### config.mk
export PLATFORM = sky130hd
export DESIGN_NAME = svcg_divider
export DESIGN_NICKNAME = d
export VERILOG_FILES = /design/src/sv/svcg_divider.sv
export SDC_FILE = /design/constraint.sdc
export NUM_CORES = 2
export LEC_CHECK = 0
export BUFFER_PORTS_ARGS = -buffer_cell sky130_fd_sc_hd__buf_2
export CORE_ASPECT_RATIO = 1.5
export CORE_MARGIN = 1.5
export CORE_UTILIZATION = 65
export CTS_CLUSTER_DIAMETER = 50
export DETAILED_ROUTE_END_ITERATION = 6
export PLACE_DENSITY = 0.82
export SYNTH_ARGS = -nofsm -noshare
export SYNTH_HDL_FRONTEND = slang
export SYNTH_SLANG_ARGS = --single-unit
### constraint.sdc
create_clock -name clk -period 5.9 [get_ports clk]
set_clock_uncertainty 0.15 [all_clocks]
set_input_delay 1.18 -clock clk [delete_from_list [all_inputs] [get_ports clk]]
set_output_delay 1.18 -clock clk [all_outputs]
set_load 0.005 [all_outputs]
### src/sv/svcg_divider.sv
`timescale 1ns / 1ps
// Pipelined restoring divider: t16 = (idx << 16) / (n - 1), one quotient bit per stage.
module svcg_divider #(
    parameter int NW = 13
) (
    input  logic          clk,
    input  logic          rst_n,
    input  logic          en,
    input  logic          in_valid,
    input  logic [11:0]   idx,
    input  logic [NW-1:0] dvs,
    output logic          out_valid,
    output logic [16:0]   quot
);
    localparam int QB = 28;   // numerator bits (12 + 16)
    logic          v_reg [QB+1];
    logic [QB-1:0] num_reg [QB+1];
    logic [NW:0]   rem_reg [QB+1];
    logic [NW-1:0] d_reg [QB+1];
    logic [QB-1:0] q_reg [QB+1];

    assign num_reg[0] = {idx, 16'd0};
    assign rem_reg[0] = '0;
    assign d_reg[0]   = dvs;
    assign q_reg[0]   = '0;
    assign v_reg[0]   = in_valid;

    for (genvar k = 0; k < QB; k++) begin : g_st
        logic [NW+1:0] tr;
        logic [NW+1:0] df;
        assign tr = {rem_reg[k], num_reg[k][QB-1-k]};
        assign df = tr - {2'b0, d_reg[k]};
        always_ff @(posedge clk or negedge rst_n)
        begin
            if (!rst_n)
            begin
                v_reg[k+1] <= 1'b0;
            end
            else if (en)
            begin
                v_reg[k+1] <= v_reg[k];
            end
        end
        always_ff @(posedge clk)
        begin
            if (en)
            begin
                num_reg[k+1] <= num_reg[k];
                d_reg[k+1]   <= d_reg[k];
                if (!df[NW+1])
                begin
                    rem_reg[k+1] <= df[NW:0];
                    q_reg[k+1]   <= {q_reg[k][QB-2:0], 1'b1};
                end
                else
                begin
                    rem_reg[k+1] <= tr[NW:0];
                    q_reg[k+1]   <= {q_reg[k][QB-2:0], 1'b0};
                end
            end
        end
    end
    assign out_valid = v_reg[QB];
    assign quot      = q_reg[QB][16:0];
endmodule

==> Yosys cells after proc, flatten, opt, wreduce, memory -nomap -nowiden <==
Cells that the tools add are included.
{ "op_classes": {"add_sub_neg": 28, "n_mux": 44} }
{ "ops": {"columns": ["op", "count"], "rows": [
  ["$sub 15x13->15", 27],
  ["$mux 14", 26],
  ["$mux 1", 18],
  ["$sub 1x13->14", 1]
]} }
{ "word_totals": {"output_inout_bits": 18, "register_bits": 976} }

==> Longest topological paths before layout <==
{ "logic_depth": {"depth_word": 2, "ltp_mapped": 11} }

==> Least setup slack after synthesis <==
No wires, ideal clock.
{ "synth_path": {"path_type": "register to register", "startpoint": "register d_reg[234] in the netlist's numbering", "endpoint": "register rem_reg, in the netlist g_st[11].tr[10], data pin", "period_less_slack_ps": 3080, "setup_ps": 260, "n_path_buf": 1, "arrival_time_ps": 2670, "path_stages_with_launch": 11, "t_required_ps": 5490, "slack_ps": 2820, "cell_sequence": "edfxtp_1 -> ha_1 -> fa_1 -> nand2b_1 -> a21oi_1 -> o32ai_1 -> o21ai_1 -> o21ai_1 -> a221oi_2 -> buf_4 -> mux2_2"} }
{ "synth_via": {"elab_chain_len": 2} }
{ "synth_lines": {"columns": ["element", "line_no", "text"], "rows": [
  ["start: declaration", "19", "logic [NW-1:0] d_reg [QB+1];"],
  ["start signal: indexed assignment", "49", "d_reg[k+1] <= d_reg[k];"],
  ["$sub 15x13->15", "32", "assign df = tr - {2'b0, d_reg[k]};"],
  ["$mux 14", "50", "if (!df[NW+1])"],
  ["end signal: indexed assignment", "52", "rem_reg[k+1] <= df[NW:0];"],
  ["end signal: indexed assignment", "57", "rem_reg[k+1] <= tr[NW:0];"],
  ["end: declaration", "18", "logic [NW:0] rem_reg [QB+1];"]
]} }
No other way between the ends.
A chain may end at the register's enable or synchronous reset.

==> Worst setup path in the final report <==
{ "layout_path": {"startpoint": "register d_reg[169] in the netlist's numbering", "endpoint": "register rem_reg, in the netlist g_st[16].tr[4], data pin"} }
Same word-level chain as after synthesis.

==> impl_metrics.toml <==
[outcome]
status = "finished clean"

[clocking]
numCtsBuffers = 94
clkSlewWorstSetupHoldPaths_ns = 0.07
post-cts-setup-buffers = 0
ctsHoldBuffers = 0
clockBufferDepth = 3
insertion_delay_ns = 0.66
clockRootBuffer = "clkbuf_16"
clock-sinks = 976
cts_tree = "built"
ctsResizeCount = 0
htreeDepth = 3

[logic_synthesis]
syn_inst = 4077
avgSynthCellArea_um2 = 12.6
ys_seq_area_frac = 0.568
synth_cell_types = 94
async_reset_ff_frac = 0.0287
synthFlopType = "edfxtp_1"
ys_ff_latch = 976
synth_edf_count = 948
syn_area_um2 = 51400
ys_warn_count = 0

[final_layout]
fill_cells = 5273
design_area_um2 = 56000
num-nets-final = 4580
syn_to_final_growth_pct = 8.96
largest_reg_flops = 389
drive_gt1_frac = 0.111
final_common_cell = "edfxtp_1"
diodes = 0
final_cell_mix = "948 x edfxtp_1, 474 x inv_1, 337 x ha_1"

[power]
power_density_nw_per_um2 = 560
p_leak_nw = 22.4
irDropWorstVdd_v = 0.000310

[placed_design]
port_buffers = 46
placed_area_um2 = 52800
pre_cts_ws_ns = 1.95
place.gp.congestion = 0.911
dp_hpwl_um = 68000

[detailed_routing]
dr.pass1.iters = 5
antenna_left = 0
vias = 31500
detail_route.wl_per_cell_um = 18.0
wl_um = 95000
drt_iter0_drc = 1999
vias_per_cell = 5.96
drc_errors = 0

[worst_hold_path]
hold_path.class = "flop to flop"
hp-start = "q_reg[85]$_DFFE_PP_"
holdPathStages = 0

[timing]
setup_ws_ns = 1.97
fmax_ghz = 0.255
rsz0062_at_grt = "false"
period_share = 0.665
fin_crit_ns = 3.93
worst_pin_slew_ns = 1.25
hold_violations = 0
relSlewSlack = 0.167
slew_violations = 0
fin_tns_setup_ns = 0
setup_viol = 0

[floorplanning]
rows = 126
dieArea_um2 = 80800
initial_core_util = 0.654
ios = 47
dieHeight_um = 347
die_x_um = 233
core_um2 = 78500

[worst_setup_path]
crit_path_top_delay_cell = "xor2_1"
r2r_cells = 9
path_class = "flop to flop"
crit_path_start_kind = "flop"
reg2reg_from = "d_reg[169]$_DFFE_PP_"
critPathMaxStageDelay_ns = 0.94
crit_fanout = 13
path_delay_family = "compound AO/OA/AOI/OAI gates"
cp-end-kind = "flop"
worst-endpoint-required_ns = 6.16
crit_start = "d_reg[169]$_DFFE_PP_"
cp.depth = 9
crit_arrival_ns = 4.19
cp_cell_sequence = "inv_1, fa_1, a21oi_1, o2111ai_1, a31oi_1, o21ai_1, a211o_1, xor2_1, mux2_2"
path_buf_inv = 1

[global_routing]
grt_pass1_vias = 32500
grt_overflow = 0
grt_pass1_wl_um = 155000
grt_max_degree = 147
grt_util_all_layers = 0.239
antenna_found_initial = 0

[job]
drv_cap = 0
[synth_stat cells (all sizes together) (17+ instances only)]
master / count / area share
a211o: 18 / 0.0031
nand2b: 31 / 0.0038
o21ai: 228 / 0.022
and2: 22 / 0.0027
dfrtp: 28 / 0.014
nand3: 70 / 0.0068
a211oi: 25 / 0.0043
a21oi: 255 / 0.025
fa: 26 / 0.010
and3: 21 / 0.0026
a21boi: 20 / 0.0029
nor2: 207 / 0.015
or3: 19 / 0.0023
o31a: 19 / 0.0032
nand2: 159 / 0.012
edfxtp: 948 / 0.55
a31oi: 31 / 0.0041
inv: 474 / 0.035
o31ai: 39 / 0.0061
xor2: 66 / 0.011
nor2b: 64 / 0.0078
mux2: 283 / 0.064
ha: 337 / 0.082
mux2i: 47 / 0.0092
nor3: 67 / 0.0068
buf: 43 / 0.0060
o21a: 60 / 0.0088
o211ai: 17 / 0.0025
a21o: 52 / 0.0076
xnor2: 177 / 0.030
[worst reg2reg max path: stages (launching register included)]
cell,delay (ns)
edfxtp_1,0.38
inv_1,0.08
fa_1,0.47
a21oi_1,0.26
o2111ai_1,0.27
a31oi_1,0.22
o21ai_1,0.11
a211o_1,0.38
xor2_1,0.94
mux2_2,0.42
[logic make-up after synthesis]
logic type	after synthesis	synth area share
XOR/XNOR	243	0.0419
adder cells (fa/ha/maj)	363	0.0922
multiplexers	330	0.0729
flip-flops	976	0.568
AND/OR/NAND/NOR	724	0.0686
other	1	0.0000730
buffers and inverters	533	0.0418
AO/OA/AOI/OAI	907	0.115
[cell type report]
cell class,instances,area [um^2],share of cell area
inverters,474,1780,0.0318
clock inverters,58,664,0.0119
repair buffers,69,488,0.00872
clock buffers,115,2520,0.0449
flip-flops and latches,976,29200,0.521
well taps,1024,1280,0.0229
multi-input cells,2573,20100,0.359
[final timing paths]
check / end / slack (ns)
worst min-delay path: q_reg[58]$_DFFE_PP_ / 0.26
max in group asynchronous: v_reg[12]$_DFFE_PN0P_ / 4.83
worst max-delay path: g_st[16].tr[4]$_DFFE_PP_ / 1.97
min in group asynchronous: v_reg[1]$_DFFE_PN0P_ / 0.37
worst max register to register: g_st[16].tr[4]$_DFFE_PP_ / 1.97
worst min register to register: q_reg[58]$_DFFE_PP_ / 0.26
[per-layer routing]
layer,global-route usage,part of all wire
met5,0,0
met4,0.122,0.048
met3,0.0304,0.034
met2,0.464,0.55
met1,0.247,0.36
[per-stage QoR]
stage               std cells  hold slack (ns)  utilization  total power [mW]
floorplan                4082            0.250            -              22.1
global placement         5116            0.250        0.673              24.6
detailed placement       5116            0.255        0.673              25.1
CTS                      5289            0.264        0.713              31.5
global route             5289            0.271        0.713              33.4
finish                   5289            0.263        0.713              31.4
[power by group]
part           total, mW  switching, mW  leakage (nW)  internal [mW]
combinational       13.6           7.07          11.2           6.55
clock               6.21           2.59          1.54           3.62
sequential          11.5           1.16          9.63           10.4
(Power assumes the default switching activity.)
