**src/sv/svcg_pkg.sv**
```systemverilog
`timescale 1ns / 1ps
package svcg_pkg;
    localparam int MAX_VERTICES_DEF  = 4096;
    localparam int CORDIC_STAGES_DEF = 16;
    localparam int ATAN_ENTRIES      = 24;

    localparam int CFG_IDX_W  = 2;
    localparam int CFG_DATA_W = 24;

    typedef enum logic [CFG_IDX_W-1:0] {
        REG_OFFSET = 2'd0,
        REG_GROWTH = 2'd1,
        REG_MAXANG = 2'd2,
        REG_COUNT  = 2'd3
    } cfg_reg_t;

    localparam logic [32:0] HALF_PI_Q32 = 33'd6746518852;
    localparam logic [63:0] GAIN_BASE   = 64'd652032874;
    localparam logic [63:0] GAIN_TAIL   = 64'd434688583;

    typedef struct packed {
        logic signed [23:0] offset;
        logic signed [23:0] growth;
        logic [23:0]        max_angle;
        logic [12:0]        count;
    } cfg_t;

    function automatic logic signed [33:0] atan_q30(input int i);
        logic [29:0] v;
        unique case (i)
            0:  v = 30'd843314857;
            1:  v = 30'd497837829;
            2:  v = 30'd263043837;
            3:  v = 30'd133525159;
            4:  v = 30'd67021687;
            5:  v = 30'd33543516;
            6:  v = 30'd16775851;
            7:  v = 30'd8388437;
            8:  v = 30'd4194283;
            9:  v = 30'd2097149;
            default: v = (i < 24) ? (30'd1048576 >> (i - 10)) : 30'd0;
        endcase
        return $signed({4'd0, v});
    endfunction
endpackage

```
**src/sv/svcg_cordic.sv**
```systemverilog
`timescale 1ns / 1ps
// Rotation-mode CORDIC, one registered micro-rotation per stage. Sideband rides along.
module svcg_cordic #(
    parameter int STAGES = 16,
    parameter int SBW    = 8
) (
    input  logic                clk,
    input  logic                rst_n,
    input  logic                en,
    input  logic                in_valid,
    input  logic signed [33:0]  z_in,
    input  logic [SBW-1:0]      sb_in,
    output logic                out_valid,
    output logic signed [33:0]  x_out,
    output logic signed [33:0]  y_out,
    output logic [SBW-1:0]      sb_out
);
    import svcg_pkg::*;
    localparam logic signed [33:0] K0 =
        34'(GAIN_BASE + (GAIN_TAIL >> (2 * STAGES)));

    logic               v_reg  [STAGES+1];
    logic signed [33:0] x_reg  [STAGES+1];
    logic signed [33:0] y_reg  [STAGES+1];
    logic signed [33:0] z_reg  [STAGES+1];
    logic [SBW-1:0]     sb_reg [STAGES+1];

    assign v_reg[0]  = in_valid;
    assign x_reg[0]  = K0;
    assign y_reg[0]  = '0;
    assign z_reg[0]  = z_in;
    assign sb_reg[0] = sb_in;

    for (genvar k = 0; k < STAGES; k++) begin : g_rot
        logic signed [33:0] dx, dy;
        assign dx = y_reg[k] >>> k;
        assign dy = x_reg[k] >>> k;
        always_ff @(posedge clk or negedge rst_n)
        begin
            if (!rst_n)
            begin
                v_reg[k+1] <= 1'b0;
            end
            else if (en)
            begin
                v_reg[k+1] <= v_reg[k];
            end
        end
        always_ff @(posedge clk)
        begin
            if (en)
            begin
                sb_reg[k+1] <= sb_reg[k];
                if (!z_reg[k][33])
                begin
                    x_reg[k+1] <= x_reg[k] - dx;
                    y_reg[k+1] <= y_reg[k] + dy;
                    z_reg[k+1] <= z_reg[k] - atan_q30(k);
                end
                else
                begin
                    x_reg[k+1] <= x_reg[k] + dx;
                    y_reg[k+1] <= y_reg[k] - dy;
                    z_reg[k+1] <= z_reg[k] + atan_q30(k);
                end
            end
        end
    end
    assign out_valid = v_reg[STAGES];
    assign x_out     = x_reg[STAGES];
    assign y_out     = y_reg[STAGES];
    assign sb_out    = sb_reg[STAGES];
endmodule

```
**config.mk**
```make
export PLATFORM = sky130hd
export DESIGN_NAME = svcg_cordic
export DESIGN_NICKNAME = d
export VERILOG_FILES = /design/src/sv/svcg_pkg.sv /design/src/sv/svcg_cordic.sv
export SDC_FILE = /design/constraint.sdc
export NUM_CORES = 2
export LEC_CHECK = 0
export BUFFER_PORTS_ARGS = -buffer_cell sky130_fd_sc_hd__clkbuf_2
export CORE_AREA = 3 3 403 484
export DETAILED_ROUTE_END_ITERATION = 16
export DIE_AREA = 0 0 406 487
export PLACE_DENSITY_LB_ADDON = 0.25
export SYNTH_ARGS = -nofsm -noshare
export SYNTH_HDL_FRONTEND = slang
export SYNTH_SLANG_ARGS = --single-unit
```
**constraint.sdc**
```tcl
create_clock -name clk -period 13.5 [get_ports clk]
set_input_delay 2.7 -clock clk [delete_from_list [all_inputs] [get_ports clk]]
set_output_delay 2.7 -clock clk [all_outputs]
set_load 0.1 [all_outputs]
```
* Word-level counts from Yosys, hierarchy flattened
Index checks and enable logic that the tools add are counted.
Storage, ports and cells: output and inout port bits 77, bits of input ports 46, word-level logic and storage cells 214, bits in registers 1708
Operators by class: mux-type cells 46, add/subtract/negate cells 90
Operator list (count):
- $mux W34 | 46
- $add A34 B19 Y34 | 2
- $add A34 B20 Y34 | 2
- $add A34 B21 Y34 | 2
- $add A34 B22 Y34 | 2
- $add A34 B22 Y34 const B | 2
- $add A34 B23 Y34 | 2
- $add A34 B24 Y34 | 2
- $add A34 B25 Y34 | 2
- $add A34 B26 Y34 | 2
- $add A34 B27 Y34 | 2
- $add A34 B28 Y34 | 2
- $add A34 B29 Y34 | 2
- $add A34 B30 Y34 | 2
- $add A34 B30 Y34 const B | 2
- $add A34 B31 Y34 | 2
- $add A34 B32 Y34 | 2
- $sub A34 B19 Y34 | 2
- $sub A34 B20 Y34 | 2
- $sub A34 B21 Y34 | 2
- $sub A34 B22 Y34 | 2
- $sub A34 B22 Y34 const B | 2
- $sub A34 B23 Y34 | 2
- $sub A34 B24 Y34 | 2
- other kinds (35) | 44

* Depth between registers and ports, before layout
depth in word-level cells 2, mapped depth 21, mapped depth without buffers 21

* Worst setup path before layout
Ideal clock, no wire load.
kind input -> register, from input port z_in[33], to register z_reg[539] (netlist name) (data pin), cell stages on the path 12, path buffers 0, setup time 0.259 ns, setup slack 7.870 ns, data required time 13.241 ns, arrival 5.371 ns, path through inv_1 ha_1 a211oi_1 nor2_1 o41ai_1 o21ai_1 a21bo_2 o311ai_1 a2bb2oi_1 nand2b_1 a21oi_1 xnor2_1
On the way: longest elaborated chain between the ends 1
Ends and longest elaborated chain:
- start: declaration | line svcg_cordic.sv:11 | input logic signed [33:0] z_in,
- $mux W34 | line svcg_cordic.sv:54 | if (!z_reg[k][33])
- end signal: indexed assignment | line svcg_cordic.sv:58 | z_reg[k+1] <= z_reg[k] - atan_q30(k);
- end signal: indexed assignment | line svcg_cordic.sv:64 | z_reg[k+1] <= z_reg[k] + atan_q30(k);
- end: declaration | line svcg_cordic.sv:25 | logic signed [33:0] z_reg [STAGES+1];
No other way between the ends. A chain may end at the register's enable or synchronous reset.

* Worst setup path after layout
from register y_reg (netlist bit g_rot[3].dx[5]), to register x_reg (netlist bit g_rot[4].dy[29]) (data pin)
On the way: longest elaborated chain between the ends 2, elaborated cells between the ends (all ways) 3, those cells by class 2 x add/sub; 1 x mux
Ends and longest elaborated chain:
- start: declaration | line svcg_cordic.sv:24 | logic signed [33:0] y_reg [STAGES+1];
- start signal: indexed assignment | line svcg_cordic.sv:57 | y_reg[k+1] <= y_reg[k] + dy;
- start signal: indexed assignment | line svcg_cordic.sv:63 | y_reg[k+1] <= y_reg[k] - dy;
- $sub A34 B31 Y34 or $add A34 B31 Y34 (tied branches) | line svcg_cordic.sv:56, svcg_cordic.sv:62
- $mux W34 (*) | line svcg_cordic.sv:54
- end signal: indexed assignment | line svcg_cordic.sv:56 | x_reg[k+1] <= x_reg[k] - dx;
- end signal: indexed assignment | line svcg_cordic.sv:62 | x_reg[k+1] <= x_reg[k] + dx;
- end: declaration | line svcg_cordic.sv:23 | logic signed [33:0] x_reg [STAGES+1];
Every way passes the cells marked *; elsewhere a longest branch is shown, timed or not.

==> results.toml <==
[outcome]
status = "finished, final reports clean"

[critical_path]
cpLargestDelayFamily = "simple AND/OR/NAND/NOR gates"
cp-end-kind = "flop"
crit_type = "reg2reg"
critPathArrivalTime_ps = 6320
cp_cell_sequence = "or4_1, nor4_1, nand2b_1, nor4_1, a21oi_1, xor2_1, ha_1, and3_1, nand2_1, or2_2, nor4_1, nor4b_1, a21oi_1, a31o_2, a2111oi_0, o21bai_1, xnor2_1"
cp_max_fo = 6
critPathSlowestCell = "nor4_1"
path_buf_inv = 0
startpoint_type = "flop"
cpMostUsedCell = "nor4_1"
critPathRequiredTime_ps = 14090
crit_cells = 17
r2r_cells = 17
cpPeakStageDelay_ps = 660

[global_routing]
grt.met3_usage_pct = 3.841
overflow = 0
grt_most_used_layer = "met2"
antenna_found_initial = 2
grtUsageMet1_pct = 38.91
grt_usage_pct = 31.23
grt_max_degree = 163
use_met2_pct = 54.46
grt_pass1_vias = 94270
grt_pass1_wl_mm = 498.8

[synthesis]
synth_area_leaders = "edfxtp_1 (37%), ha_1 (14%), xnor2_1 (8.2%)"
synthArstFlopShare_pct = 1.039
yosysWarnings = 0
ys_ff_latch = 1540
yosysTopAreaCellShare_pct = 36.98
synthFlopType = "edfxtp_1"
netlist_area_mm2 = 0.1237
synth_edf_count = 1524
ys_seq_area_share_pct = 37.31
synth.distinct_cells = 99
syn_area_per_cell_um2 = 9.790
yosys.area.top_type = "edfxtp_1"
netlist_instances = 12640
synth_fp_nets = 14080

[placement]
port_buffers = 122
preCtsSetupSlack_ps = 7015
postPlaceCellArea_mm2 = 0.1267
hpwl_mm = 246.4
gp_congestion = 0.9812

[clock_network]
cts_setup_buffers = 0
clkSinkCount = 1540
clockBufferDepth = 3
cts.repair.resized = 0
cts_made_buffers = 165
cts-hold-fix-buffers = 0
cts_max_level = 4
tritoncts = "done"
clockRootBuffer = "clkbuf_16"
worstSkewPairLatency_ps = 840
cts.reportedPaths.clkPinSlew_ps = 60

[sta]
finalHoldViolCount = 0
period_share_pct = 42.48
fmax_ghz = 0.1744
fin_ws_ps = 7765
max_slew.worst_pin.slew_ps = 1094
rsz0062_at_grt = "no"
drv_slew = 0
finalSetupViolations = 0
slew_headroom_pct = 26.64
finClkSkew_ps = 35.38
setup_tns_ps = 0
finalCriticalPeriod_ps = 5735

[drt]
drtIter0Drc = 7771
vias = 97630
wl_mm = 315.6
dr.pass1.iters = 8
avgViaCountPerCell = 6.362
ant_nets = 0
wl_per_cell_um = 20.57
drcViolationCount = 0

[hold_path]
hold_depth = 0
hp-class = "reg2reg"

[floorplanning]
dieArea_mm2 = 0.1977
die_y_um = 487
ios = 123
initial_core_util_pct = 65.03
fp.dieW_um = 406
core_area_mm2 = 0.1903
num_rows = 175

[final_layout]
final_area_mm2 = 0.1322
area_delta_synth_final_pct = 6.835
largest_register_ffs = 397
layout-drive-gt1-share_pct = 4.571
final_nets = 14170

[flow_run]
drv_cap = 0
==> synthesized netlist by cell type (52+ instances only) <==
| cell type | count |
|---|---|
| edfxtp_1 | 1524 |
| a21oi_1 | 1388 |
| ha_1 | 1349 |
| xnor2_1 | 1163 |
| nor2_1 | 1035 |
| a21o_1 | 630 |
| xor2_1 | 618 |
| nand2_1 | 587 |
| inv_1 | 570 |
| o21ai_0 | 524 |
| nor3_1 | 372 |
| nand3_1 | 200 |
| nand2b_1 | 189 |
| o21bai_1 | 175 |
| o21a_1 | 167 |
| nor2b_1 | 145 |
| clkbuf_1 | 129 |
| a31oi_1 | 126 |
| and3_1 | 125 |
| a211oi_1 | 111 |
| nand4_1 | 101 |
| or3_1 | 82 |
| nor4_1 | 81 |
| and2_1 | 79 |
| buf_4 | 76 |
| o211ai_1 | 71 |
| mux2_2 | 55 |
| mux2i_1 | 52 |
==> metrics by stage <==
stage | std cells | hold WS, ps | util [%]
global route | 15340 | 421.8 | 69.47
detailed placement | 15040 | 404.5 | 66.57
global placement | 15040 | 400.3 | 66.57
finish | 15350 | 412.9 | 69.48
CTS | 15340 | 413.6 | 69.47
floorplan | 12640 | 400.3 | -
==> layout make-up <==
type                            count  area (um2)
Tap cell                         2478        3100
Timing Repair Buffer              169        1041
Multi-Input combinational cell  10280       74220
Antenna cell                        3       7.507
Clock inverter                    113        1239
Fill cell                       14610       58080
Sequential cell                  1540       46160
Inverter                          572        2147
Clock buffer                      191        4279
==> final timing paths <==
kind / slack (ps) / to / startpoint
worst max-delay path: 7770 / g_rot[4].dy[29] / g_rot[3].dx[5]
worst min-delay path: 410 / sb_out[6] / sb_reg[14]
worst max register to register: 7770 / g_rot[4].dy[29] / g_rot[3].dx[5]
worst min register to register: 410 / sb_out[6] / sb_reg[14]
max in group asynchronous: 11420 / v_reg[14] / rst_n
min in group asynchronous: 1790 / v_reg[12] / rst_n
==> metal layers <==
| layer | part of all wire, % | up-vias |
|---|---|---|
| li1 | - | 47190 |
| met1 | 41 | 46610 |
| met2 | 49 | 3065 |
| met3 | 5.5 | 764 |
| met4 | 4.5 | 0 |
| met5 | 0 | - |
==> kinds of logic (layout without fill, tap and decap cells) <==
| logic type | after synthesis | in the layout | synth area share, % |
|---|---|---|---|
| other | 1 | 4 | 0.003031 |
| multiplexers | 107 | 107 | 0.9212 |
| AO/OA/AOI/OAI | 3788 | 3788 | 19.44 |
| buffers and inverters | 821 | 1045 | 2.722 |
| XOR/XNOR | 1781 | 1781 | 12.61 |
| adder cells (fa/ha/maj) | 1392 | 1392 | 14.34 |
| AND/OR/NAND/NOR | 3210 | 3210 | 12.66 |
| flip-flops | 1540 | 1540 | 37.31 |
==> placed cells by master (no fill, tap or decap), types with 175 or more instances in the layout <==
master	Yosys	routed
nand2_1	587	587
xnor2_1	1163	1163
nor2_1	1035	1035
nand2b_1	189	189
o21bai_1	175	175
a21oi_1	1388	1388
ha_1	1349	1349
edfxtp_1	1524	1524
a21o_1	630	630
nand3_1	200	200
o21ai_0	524	524
xor2_1	618	618
inv_1	570	570
nor3_1	372	372
Power is left out: the tool's default activity adds up to more than one toggle a clock period on the data nets, which glitch-free logic cannot reach.
